File: src/rtl/core/nvt_pkg.sv
package nvt_pkg;

  // Table size and derived widths
  localparam int CAPACITY = 16;
  localparam int IDX_W    = (CAPACITY > 1) ? $clog2(CAPACITY) : 1;
  localparam int CNT_W    = $clog2(CAPACITY + 1);
  localparam int NAME_BYTES = 12;

  // Request kinds
  typedef enum logic {
    REQ_ADD = 1'b0,
    REQ_DEL = 1'b1
  } req_kind_t;

  // Result status codes
  typedef enum logic [1:0] {
    STAT_ADDED     = 2'd0,
    STAT_FULL      = 2'd1,
    STAT_DELETED   = 2'd2,
    STAT_NOT_FOUND = 2'd3
  } status_t;

  // Controller states
  typedef enum logic {
    ST_IDLE,
    ST_BUSY
  } state_t;

  // One table entry as held in a cell
  typedef struct packed {
    logic [63:0] name_low;
    logic [31:0] name_high;
    logic [31:0] value;
  } entry_t;

  // Per-cell control from the controller
  typedef struct packed {
    logic cap;    // capture match result for the incoming name
    logic shift;  // take the upper neighbor's entry
    logic load;   // take the request entry
  } cell_ctl_t;

  // String-style name compare: equal up to and including the first zero byte
  function automatic logic names_eq(input logic [95:0] a, input logic [95:0] b);
    logic       eq;
    logic       term;
    logic       be;
    logic [7:0] ab;
    eq   = 1'b1;
    term = 1'b0;
    for (int k = 0; k < NAME_BYTES; k++) begin
      ab = a[8*k +: 8];
      be = (ab == b[8*k +: 8]);
      if (!be && !term) eq = 1'b0;
      if (be && (ab == 8'd0)) term = 1'b1;
    end
    return eq;
  endfunction

endpackage

File: src/rtl/core/nvt_ifs.sv
// Request channel
interface nvt_req_if;
  logic        valid;
  logic        ready;
  logic        req_type;
  logic [63:0] name_low;
  logic [31:0] name_high;
  logic signed [31:0] entry_value;

  modport source (output valid, output req_type, output name_low, output name_high,
                  output entry_value, input ready);
  modport sink (input valid, input req_type, input name_low, input name_high,
                input entry_value, output ready);
endinterface

// Result channel
interface nvt_rsp_if;
  logic       valid;
  logic       ready;
  logic [1:0] status;
  logic [3:0] position;
  logic [4:0] entry_count;

  modport source (output valid, output status, output position, output entry_count,
                  input ready);
  modport sink (input valid, input status, input position, input entry_count,
                output ready);
endinterface

File: src/rtl/core/nvt_cell.sv
module nvt_cell (
  input  logic               clk,
  input  logic               rst_n,
  input  nvt_pkg::cell_ctl_t ctl,
  input  logic               occ,
  input  nvt_pkg::entry_t    req_entry,
  input  nvt_pkg::entry_t    nb_entry,
  output nvt_pkg::entry_t    entry,
  output logic               match
);
  import nvt_pkg::*;

  entry_t entry_r;
  logic   match_r;

  // Hold entry: shift down from the neighbor on delete, load on append
  always_ff @(posedge clk) begin
    if (ctl.shift) begin
      entry_r <= nb_entry;
    end else if (ctl.load) begin
      entry_r <= req_entry;
    end
  end

  // Capture compare result for the incoming name
  always_ff @(posedge clk) begin
    if (!rst_n) begin
      match_r <= 1'b0;
    end else if (ctl.cap) begin
      match_r <= occ && names_eq({entry_r.name_high, entry_r.name_low},
                                 {req_entry.name_high, req_entry.name_low});
    end
  end

  assign entry = entry_r;
  assign match = match_r;

endmodule

File: src/rtl/core/name_value_table_add_delete.sv
// Ordered name/value table with append and delete-by-name.
// Requests arrive on in_ch (valid/ready); each gives exactly one word on
// out_ch carrying status, position and the entry count after the request.
// Add appends at the current count, or reports full. Delete removes the
// first entry whose name matches (bytes compared up to the first zero byte)
// and moves every later entry down one place, or reports not found.
// Each entry lives in its own cell; on accept every cell compares its name
// against the request in parallel, and when the request commits the cells
// at and above the match take their upper neighbor's entry.
// The result word is registered at commit, which follows the compare cycle
// and waits while a previous result word is still held on out_ch.
// A new request is not taken until the previous one has committed; the
// compare cycle is followed by the commit cycle of the cell row.
// in_ch.ready drops while a request is being processed. If out_ch stalls,
// the result register holds and the next request is still accepted; its
// commit then waits until the pending word is taken.
// Reset clears the entry count and the controller; entry contents are
// undefined until written and are never read while unoccupied.
module name_value_table_add_delete (
  input  logic clk,
  input  logic rst_n,
  nvt_req_if.sink   in_ch,
  nvt_rsp_if.source out_ch
);
  import nvt_pkg::*;

  state_t          state_r, state_nxt;
  logic [CNT_W-1:0] count_r, count_nxt;
  logic            req_type_r;
  entry_t          req_r;
  entry_t          req_in;
  entry_t          req_mux;
  logic            out_valid_r;
  status_t         status_r, status_nxt;
  logic [IDX_W-1:0] pos_r, pos_nxt;
  logic            accept;
  logic            commit;
  logic            found;
  logic [IDX_W-1:0] hit_idx;
  logic [CAPACITY-1:0] match_vec;
  logic [CAPACITY-1:0] occ_vec;
  logic [CAPACITY-1:0] prefix_vec;
  cell_ctl_t       ctl [CAPACITY];
  entry_t          cell_entry [CAPACITY];

  assign accept = in_ch.valid && in_ch.ready;
  assign in_ch.ready = (state_r == ST_IDLE);

  assign req_in.name_low  = in_ch.name_low;
  assign req_in.name_high = in_ch.name_high;
  assign req_in.value     = in_ch.entry_value;

  // Cells compare against the live input on accept, load the held request later
  assign req_mux = (state_r == ST_IDLE) ? req_in : req_r;

  // Hold the accepted request
  always_ff @(posedge clk) begin
    if (accept) begin
      req_type_r <= in_ch.req_type;
      req_r      <= req_in;
    end
  end

  // Find the first matching cell and the set of cells at or above it
  always_comb begin
    hit_idx = '0;
    for (int i = CAPACITY - 1; i >= 0; i--) begin
      if (match_vec[i]) hit_idx = IDX_W'(i);
    end
    prefix_vec[0] = match_vec[0];
    for (int i = 1; i < CAPACITY; i++) begin
      prefix_vec[i] = prefix_vec[i-1] | match_vec[i];
    end
  end
  assign found = |match_vec;

  // Controller: next state, result and count
  always_comb begin
    state_nxt  = state_r;
    count_nxt  = count_r;
    status_nxt = status_r;
    pos_nxt    = pos_r;
    commit     = 1'b0;
    case (state_r)
      ST_IDLE: begin
        if (accept) state_nxt = ST_BUSY;
      end
      ST_BUSY: begin
        if (!out_valid_r || out_ch.ready) begin
          commit    = 1'b1;
          state_nxt = ST_IDLE;
          if (req_type_r == REQ_ADD) begin
            if (count_r >= CNT_W'(CAPACITY)) begin
              status_nxt = STAT_FULL;
              pos_nxt    = '0;
            end else begin
              status_nxt = STAT_ADDED;
              pos_nxt    = count_r[IDX_W-1:0];
              count_nxt  = count_r + CNT_W'(1);
            end
          end else begin
            if (found) begin
              status_nxt = STAT_DELETED;
              pos_nxt    = hit_idx;
              count_nxt  = count_r - CNT_W'(1);
            end else begin
              status_nxt = STAT_NOT_FOUND;
              pos_nxt    = '0;
            end
          end
        end
      end
      default: state_nxt = ST_IDLE;
    endcase
  end

  // Advance controller state and count
  always_ff @(posedge clk) begin
    if (!rst_n) begin
      state_r <= ST_IDLE;
      count_r <= '0;
    end else begin
      state_r <= state_nxt;
      count_r <= count_nxt;
    end
  end

  // Hold the result word until taken
  always_ff @(posedge clk) begin
    if (!rst_n) begin
      out_valid_r <= 1'b0;
    end else if (commit) begin
      out_valid_r <= 1'b1;
    end else if (out_ch.ready) begin
      out_valid_r <= 1'b0;
    end
  end

  always_ff @(posedge clk) begin
    if (commit) begin
      status_r <= status_nxt;
      pos_r    <= pos_nxt;
    end
  end

  assign out_ch.valid       = out_valid_r;
  assign out_ch.status      = status_r;
  assign out_ch.position    = 4'(pos_r);
  assign out_ch.entry_count = 5'(count_r);

  // Row of cells; on delete the cells at and above the match take their upper neighbor's entry
  for (genvar i = 0; i < CAPACITY; i++) begin : g_cell
    entry_t nb;
    assign occ_vec[i] = (CNT_W'(i) < count_r);
    assign ctl[i].cap   = accept;
    assign ctl[i].shift = commit && (req_type_r == REQ_DEL) && prefix_vec[i]
                          && (CNT_W'(i + 1) < count_r);
    assign ctl[i].load  = commit && (req_type_r == REQ_ADD) && (CNT_W'(i) == count_r);
    if (i == CAPACITY - 1) begin : g_last
      assign nb = cell_entry[i];
    end else begin : g_mid
      assign nb = cell_entry[i+1];
    end

    nvt_cell u_cell (
      .clk       (clk),
      .rst_n     (rst_n),
      .ctl       (ctl[i]),
      .occ       (occ_vec[i]),
      .req_entry (req_mux),
      .nb_entry  (nb),
      .entry     (cell_entry[i]),
      .match     (match_vec[i])
    );
  end

  // Count never exceeds the table size
  a_count_range: assert property (@(posedge clk) disable iff (!rst_n)
    count_r <= CNT_W'(CAPACITY))
    else $error("entry count above capacity");

  // Only occupied cells can report a match
  a_match_occ: assert property (@(posedge clk) disable iff (!rst_n)
    (state_r == ST_BUSY) |-> ((match_vec & ~occ_vec) == '0))
    else $error("match from unoccupied cell");

  // A successful delete drops the count by one
  a_del_count: assert property (@(posedge clk) disable iff (!rst_n)
    (commit && (req_type_r == REQ_DEL) && found) |=> (count_r == $past(count_r) - CNT_W'(1)))
    else $error("delete did not decrement count");

  // A successful add raises the count by one
  a_add_count: assert property (@(posedge clk) disable iff (!rst_n)
    (commit && (req_type_r == REQ_ADD) && (count_r < CNT_W'(CAPACITY)))
    |=> (count_r == $past(count_r) + CNT_W'(1)))
    else $error("add did not increment count");

  // A new request waits until the previous result is committed
  a_one_inflight: assert property (@(posedge clk) disable iff (!rst_n)
    (state_r == ST_BUSY) |-> !in_ch.ready)
    else $error("request accepted while busy");

endmodule
File: src/flat_wrapper.sv
// flat-port wrapper written by rule: the top's interface ports become plain ports
module name_value_table_add_delete_flat import nvt_pkg::*;
  (clk, rst_n, in_ch_valid, in_ch_req_type, in_ch_name_low, in_ch_name_high, in_ch_entry_value, in_ch_ready, out_ch_valid, out_ch_status, out_ch_position, out_ch_entry_count, out_ch_ready);
  nvt_req_if in_ch_i ();
  nvt_rsp_if out_ch_i ();
  input  logic clk;
  input  logic rst_n;
  input wire logic [$bits(in_ch_i.valid)-1:0] in_ch_valid;
  input wire logic [$bits(in_ch_i.req_type)-1:0] in_ch_req_type;
  input wire logic [$bits(in_ch_i.name_low)-1:0] in_ch_name_low;
  input wire logic [$bits(in_ch_i.name_high)-1:0] in_ch_name_high;
  input wire logic [$bits(in_ch_i.entry_value)-1:0] in_ch_entry_value;
  output wire logic [$bits(in_ch_i.ready)-1:0] in_ch_ready;
  output wire logic [$bits(out_ch_i.valid)-1:0] out_ch_valid;
  output wire logic [$bits(out_ch_i.status)-1:0] out_ch_status;
  output wire logic [$bits(out_ch_i.position)-1:0] out_ch_position;
  output wire logic [$bits(out_ch_i.entry_count)-1:0] out_ch_entry_count;
  input wire logic [$bits(out_ch_i.ready)-1:0] out_ch_ready;
  assign in_ch_i.valid = in_ch_valid;
  assign in_ch_i.req_type = in_ch_req_type;
  assign in_ch_i.name_low = in_ch_name_low;
  assign in_ch_i.name_high = in_ch_name_high;
  assign in_ch_i.entry_value = in_ch_entry_value;
  assign in_ch_ready = in_ch_i.ready;
  assign out_ch_valid = out_ch_i.valid;
  assign out_ch_status = out_ch_i.status;
  assign out_ch_position = out_ch_i.position;
  assign out_ch_entry_count = out_ch_i.entry_count;
  assign out_ch_i.ready = out_ch_ready;
  name_value_table_add_delete u_core (.clk(clk), .rst_n(rst_n), .in_ch(in_ch_i), .out_ch(out_ch_i));
endmodule
File: config.mk
export PLATFORM = sky130hd
export DESIGN_NAME = name_value_table_add_delete_flat
export DESIGN_NICKNAME = d
export VERILOG_FILES = /design/src/rtl/core/nvt_pkg.sv /design/src/rtl/core/nvt_ifs.sv /design/src/rtl/core/nvt_cell.sv /design/src/rtl/core/name_value_table_add_delete.sv /design/src/flat_wrapper.sv
export SDC_FILE = /design/constraint.sdc
export NUM_CORES = 2
export LEC_CHECK = 0
export ABC_AREA = 1
export BUFFER_PORTS_ARGS = -buffer_cell sky130_fd_sc_hd__clkbuf_2
export CAP_MARGIN = 5
export CORE_UTILIZATION = 30
export CTS_BUF_LIST = sky130_fd_sc_hd__clkbuf_8
export DETAILED_ROUTE_END_ITERATION = 6
export RECOVER_POWER = 50
export SLEW_MARGIN = 20
export SYNTH_ARGS = -nofsm -noshare
export SYNTH_HDL_FRONTEND = slang
export SYNTH_SLANG_ARGS = --single-unit
File: constraint.sdc
create_clock -name clk -period 13.9 [get_ports clk]
set_input_delay 2.085 -clock clk [delete_from_list [all_inputs] [get_ports clk]]
set_output_delay 2.085 -clock clk [all_outputs]
set_load 0.02 [all_outputs]
## Word level (Yosys, flattened, before mapping)

Index checks and enable logic that the tools add are counted.

| storage, ports and cells | value |
|---|---|
| register bits after elaboration | 2,174 |
| input bits | 133 |
| output and inout bits | 13 |
| word-level logic and storage cells | 2,104 |

| operators by class | value |
|---|---|
| add/sub/neg operators | 2 |
| $lt $le $gt $ge | 18 |
| equal/unequal tests | 209 |
| muxes and demuxes | 815 |
| bitwise logic cells | 18 |
| reductions and logical operators | 970 |

Operators with widths:

| kind | count |
|---|---|
| two-way mux 128 bit | 31 |
| == test 8 bit | 192 |
| zero test 8 bit | 176 |
| two-way mux 1 bit | 760 |
| logical AND 1 bit | 419 |
| zero test 1 bit | 353 |
| two-way mux 4 bit | 19 |
| == test 4 x 5 -> 1 bit (first input constant) | 8 |
| < comparator 4 x 5 -> 1 bit (first input constant) | 8 |
| nonzero test 2 bit | 16 |
| == test 3 x 5 -> 1 bit (first input constant) | 4 |
| < comparator 3 x 5 -> 1 bit (first input constant) | 4 |
| OR reduction 16 bit | 1 |
| two-way mux 5 bit | 3 |
| bitwise OR 1 bit | 15 |
| == test 2 x 5 -> 1 bit (first input constant) | 2 |
| < comparator 1 x 5 -> 1 bit (first input constant) | 2 |
| < comparator 2 x 5 -> 1 bit (first input constant) | 2 |
| adder 5 x 1 -> 5 bit (second input constant) | 1 |
| == test 1 x 5 -> 1 bit (first input constant) | 1 |
| >= comparator 5 bit (second input constant) | 1 |
| zero test 5 bit | 1 |
| < comparator 5 bit (first input constant) | 1 |
| subtractor 5 x 1 -> 5 bit (second input constant) | 1 |
| other kinds (9) | 11 |

## Logic depth before layout (Yosys ltp)

| depth | value |
|---|---|
| word-level depth | 42 |
| depth in mapped cells | 27 |
| mapped depth without buffers | 24 |

## Modules after synthesis

A second synthesis with hierarchy kept.

| unflattened totals | value |
|---|---|
| cell total of the unflattened synthesis | 13,169 |
| area total of the unflattened synthesis | 117,428.9 µm² |

Modules (own cells, without submodules):

| module | instances | cells each | area each (µm²) | seq. area each (µm²) |
|---|---|---|---|---|
| nvt_cell (u_core.g_cell[10].u_cell ...) | 15 | 775 | 6,910.4 | 3,863.7 |
| nvt_cell (u_core.g_cell[0].u_cell) | 1 | 775 | 6,950.4 | 3,863.7 |
| name_value_table_add_delete | 1 | 769 | 6,822.8 | 4,194.0 |

## Worst setup path after synthesis

OpenSTA, ideal clock, no wires.

| path | value |
|---|---|
| path kind | input to register |
| start point | input port out_ch_ready |
| end point | register u_core.g_cell[13].u_cell.entry_r (netlist bit u_core.g_cell[13].u_cell.entry[100]) (enable) |
| library setup time | 0.811 ns |
| arrival | 12.327 ns |
| data required time | 13.089 ns |
| slack | 0.761 ns |
| stages on the path | 6 |
| path buffers | 0 |
| cells stage by stage | inv_1 -> nand2_1 -> nand2_1 -> nor2_1 -> inv_1 -> o41ai_1 |

| on the way | value |
|---|---|
| word-level cells in the longest chain between the ends | 7 |
| elaborated cells between the ends (all ways) | 9 |
| those cells by class | 2 x mux; 7 x reduce/logical |

Ends and longest elaborated chain:

| item | line | RTL |
|---|---|---|
| from (decl) | flat_wrapper.sv:18 | `input wire logic [$bits(out_ch_i.ready)-1:0] out_ch_ready;` |
| logical OR 1 bit (*) | name_value_table_add_delete.sv:89 | `if (!out_valid_r \|\| out_ch.ready) begin` |
| two-way mux 1 bit (*) | name_value_table_add_delete.sv:89 |  |
| two-way mux 1 bit (*) | name_value_table_add_delete.sv:84 | `case (state_r)` |
| logical AND 1 bit (2 in a row) | name_value_table_add_delete.sv:156 | `assign ctl[i].shift = commit && (req_type_r == REQ_DEL) && prefix_vec[i]` |
| logical AND 1 bit | name_value_table_add_delete.sv:157 | `&& (CNT_W'(i + 1) < count_r);` |
| nonzero test 2 bit (no line) (*) | -- |  |
| to (signal assigned) | nvt_cell.sv:19 | `entry_r <= nb_entry;` |
| to (signal assigned) | nvt_cell.sv:21 | `entry_r <= req_entry;` |
| to (decl) | nvt_cell.sv:13 | `entry_t entry_r;` |

Every way passes the cells marked *; elsewhere a longest branch is shown, timed or not.
A chain may end at the register's enable or synchronous reset.

## Final worst setup path

| path | value |
|---|---|
| start point | register u_core.state_r |
| end point | register u_core.g_cell[11].u_cell.match_r |

| on the way | value |
|---|---|
| word-level cells in the longest chain between the ends | 42 |
| elaborated cells between the ends (all ways) | 107 |
| those cells by class | 12 x eq/ne; 48 x mux; 1 x bitwise; 46 x reduce/logical |

Ends and longest elaborated chain:

| item | line | RTL |
|---|---|---|
| from (decl) | name_value_table_add_delete.sv:27 | `state_t state_r, state_nxt;` |
| from (signal assigned) | name_value_table_add_delete.sv:123 | `state_r <= state_nxt;` |
| two-way mux 128 bit | name_value_table_add_delete.sv:54 | `assign req_mux = (state_r == ST_IDLE) ? req_in : req_r;` |
| == test 8 bit | nvt_pkg.sv:53 | `be = (ab == b[8*k +: 8]);` |
| logical AND 1 bit | nvt_pkg.sv:55 | `if (be && (ab == 8'd0)) term = 1'b1;` |
| two-way mux 1 bit | nvt_pkg.sv:55 |  |
| two-way mux 1 bit | nvt_cell.sv:29 | `end else if (ctl.cap) begin` |
| two-way mux 1 bit | nvt_cell.sv:27 | `if (!rst_n) begin` |
| two-way mux 1 bit | nvt_pkg.sv:55 |  |
| two-way mux 1 bit | nvt_cell.sv:29 |  |
| [26 not listed] | -- |  |
| two-way mux 1 bit | nvt_cell.sv:29 |  |
| two-way mux 1 bit | nvt_cell.sv:27 |  |
| zero test 1 bit | nvt_pkg.sv:54 | `if (!be && !term) eq = 1'b0;` |
| logical AND 1 bit | nvt_pkg.sv:54 |  |
| two-way mux 1 bit | nvt_pkg.sv:54 |  |
| two-way mux 1 bit | nvt_cell.sv:29 |  |
| two-way mux 1 bit | nvt_cell.sv:27 |  |
| logical AND 1 bit | nvt_cell.sv:30 | `match_r <= occ && names_eq({entry_r.name_high, entry_r.name_low},` |
| to (signal assigned) | nvt_cell.sv:30 |  |
| to (decl) | nvt_cell.sv:14 | `logic match_r;` |

Parallel ways exist; a longest one is shown, timed or not. The select of a mux whose other input is x is not followed.

==> impl_metrics.json <==
{
  "hold_path_end": "u_core.g_cell[3].u_cell.match$_SDFFE_PN0P_",
  "required_ns": 14.74,
  "die_y_um": 563,
  "vdd_ir_drop_max_mv": 0.0711,
  "slew_headroom_pct": -227,
  "syn_inst": 10500,
  "min_period_over_period_pct": 66.5,
  "r2r_setup_slack_ns": 4.66,
  "initial_core_util_pct": 30.2,
  "synth_area_um2": 94200,
  "hpwl_um": 191000,
  "num-fill-cells": 32100,
  "cts_resized": 0,
  "synth_fa_ha_area_share_pct": 0.0664,
  "cts_inserted_buffers": 281,
  "ys_seq_area_share_pct": 52.7,
  "io_pins": 146,
  "die_w_um": 563,
  "antenna_found_initial": 11,
  "utilization_pct": 32.8,
  "rsz0062_at_grt": "no",
  "syn_nets": 10600,
  "clk_latency_ns": 0.94,
  "hold_class": "reg -> reg",
  "path_clk_slew_ns": 0.07,
  "grt-ovfl-total": 0,
  "synthSimpleGateAreaFrac_pct": 20.9,
  "area_delta_synth_final_pct": 8.60,
  "leakage_nw": 40.5,
  "r2r_cells": 11,
  "p_total_mw": 11.2,
  "syn_area_per_cell_um2": 8.99,
  "worstMarginPinSlew_ns": 4.85,
  "cellPowerDensity_nw_per_um2": 110,
  "totalWireLength_um": 292000,
  "coreArea_um2": 312000,
  "tns_ns": 0,
  "hold_depth": 2,
  "htreeDepth": 5,
  "dieArea_um2": 316000,
  "ys_warn_count": 0,
  "cts_hold_buf": 0,
  "drtAntennaViolNets": 0,
  "fmax_mhz": 108,
  "synth_edf_count": 1639,
  "drt_iter0_markers": 6896,
  "dp.cells": 14200,
  "holdCritStartpoint": "u_core.g_cell[3].u_cell.match$_SDFFE_PN0P_",
  "post-cts-setup-buffer-count": 0,
  "wl_per_cell_um": 19.8,
  "drc": 0,
  "synth_compound_area_share_pct": 8.77,
  "holdWs_ns": 0.493,
  "drive_above_1_share_pct": 4.99,
  "fin_crit_ns": 9.24,
  "synth_ff_type": "edfxtp_1",
  "cts_buffer_depth": 4,
  "tritoncts": "yes",
  "synth-xor-area-share_pct": 10.5,
  "cp-start-kind": "flop",
  "worstSetupPathType": "reg -> reg",
  "num_vias": 73300,
  "maxCapViolations": 84,
  "synth-seq-cells": 1662,
  "synth_top_family_by_area": "simple AND/OR/NAND/NOR gates",
  "via_per_inst": 4.98,
  "violations": "max-capacitance violations, max-slew violations",
  "hold_violations": 0,
  "grt_max_degree": 193,
  "root_buffer": "clkbuf_8",
  "port-buffer-count": 113,
  "outcome": "finished, violations left",
  "synth_cell_types": 57,
  "reg2reg_from": "u_core.state_r$_SDFF_PN0_",
  "timing.rr.end": "u_core.g_cell[11].u_cell.match$_SDFFE_PN0P_",
  "cts_num_sinks": 1662,
  "timing.clock.skew_ns": 0.0482,
  "arrival_ns": 10.08,
  "nets": 10500,
  "final_max_slew_viol_count": 2865,
  "final_cells": 14700,
  "rows": 205,
  "grt_pass1_wl_um": 429000,
  "dr.pass1.iters": 6,
  "cp_max_fo": 45,
  "grt_pass1_vias": 68600,
  "muxShareOfSynthArea_pct": 0,
  "grt_use_total_pct": 17.8,
  "end_kind": "flop",
  "setup_viol": 0,
  "gp_congestion": 0.886,
  "async_flop_share_pct": 0
}
critical path, stage by stage, from the launching register on:
cell and delay, ns:
dfxtp_1 1.07, clkinvlp_2 2.26, nand2_1 1.21, nand2_1 1.11
xor2_1 0.42, nor3_1 0.50, nand4_1 0.75, a21oi_1 0.35
o21ai_0 0.35, nor3_1 0.77, nand2_1 0.11, a21oi_1 0.14
cell usage in the layout, fill, tap and decap left out, types with 43 or more instances in the layout:
cell and instances:
a21oi_1 536, a31oi_1 178, buf_4 43, clkbuf_1 171, clkbuf_8 295, clkinv_1 76, edfxtp_1 1639, inv_1 1012
nand2_1 2458, nand3_1 207, nand4_1 249, nor2_1 963, nor3_1 75, nor4_1 426, o21ai_0 842, or2_2 67
xnor2_1 260, xor2_1 865
power by group:
group	internal, mW	switching (mW)	leakage (nW)
registers	5.64	0.0242	15.0
logic	0.453	0.954	22.6
clock network	2.07	2.10	2.82
kinds of logic after synthesis:
kind of cell    after synthesis
buf+inv                    1589
simple gates               4514
compound gates             1589
flops                      1662
fa+ha+maj                     5
xor+xnor                   1125
stage by stage:
stage,instance area [µm²],worst slack (ns)
6_report,102000,4.66
5_1_grt,102000,4.19
4_1_cts,103000,8.34
3_5_place_dp,98200,7.72
3_3_place_gp,98200,7.73
2_1_floorplan,94200,0.761
final cells by class:
class	instances	area (µm²)	area share (%)
clock buffers	295	4060	3.97
inverters	947	3560	3.47
diodes	6	15.0	0.0147
flip-flops and latches	1662	49700	48.5
clock inverters	184	926	0.905
well taps	4140	5180	5.06
repair buffers	242	1220	1.19
multi-input cells	7233	37700	36.9
worst max-delay path by stage:
stage | from | endpoint | slack [ns] | cells past startpoint
detailed placement | in_ch_name_low[3] | u_core.g_cell[11].u_cell.match$_SDFFE_PN0P_ | 7.72 | 13
floorplan | out_ch_ready | u_core.g_cell[13].u_cell.entry[100]$_DFFE_PP_ | 0.76 | 6
global route | u_core.state_r$_SDFF_PN0_ | u_core.g_cell[11].u_cell.match$_SDFFE_PN0P_ | 4.19 | 12
finish | u_core.state_r$_SDFF_PN0_ | u_core.g_cell[11].u_cell.match$_SDFFE_PN0P_ | 4.66 | 11
CTS | u_core.state_r$_SDFF_PN0_ | u_core.g_cell[11].u_cell.match$_SDFFE_PN0P_ | 8.34 | 12
global placement | in_ch_name_low[3] | u_core.g_cell[11].u_cell.match$_SDFFE_PN0P_ | 7.73 | 13
sequential cells by signal (all words and copies together), names as in the netlist:
register	count
u_core.out_ch.valid	1
u_core.req_r	96
u_core.g_cell.u_cell.match	16
u_core.g_cell.u_cell.entry	1536
u_core.out_ch.status	2
u_core.state_r	1
u_core.out_ch.position	4
u_core.req_type_r	1
u_core.out_ch.entry_count	5
cell usage after synthesis (64+ instances only):
library cell | number | area, µm²
nand3_1 | 209 | 1050
inv_1 | 925 | 3470
nor4_1 | 426 | 2670
a21oi_1 | 536 | 2680
o21ai_0 | 843 | 4220
nor3_1 | 74 | 370
xor2_1 | 865 | 7580
nand4_1 | 249 | 1560
nor2_1 | 962 | 3610
xnor2_1 | 260 | 2280
nand2_1 | 2403 | 9020
a31oi_1 | 178 | 1110
edfxtp_1 | 1639 | 49200
buf_2 | 176 | 881
nand2_2 | 64 | 400
or2_2 | 67 | 419
clkbuf_1 | 333 | 1250
metal layers:
| metal | GRT usage [%] | vias to the layer above | part of all wire (%) |
|---|---|---|---|
| li1 | - | 35100 | - |
| met1 | 22.1 | 35000 | 41 |
| met2 | 30.6 | 2590 | 48 |
| met3 | 2.26 | 586 | 6.5 |
| met4 | 8.60 | 8 | 5.2 |
| met5 | 0 | - | 0.016 |
(Power assumes the default switching activity.)
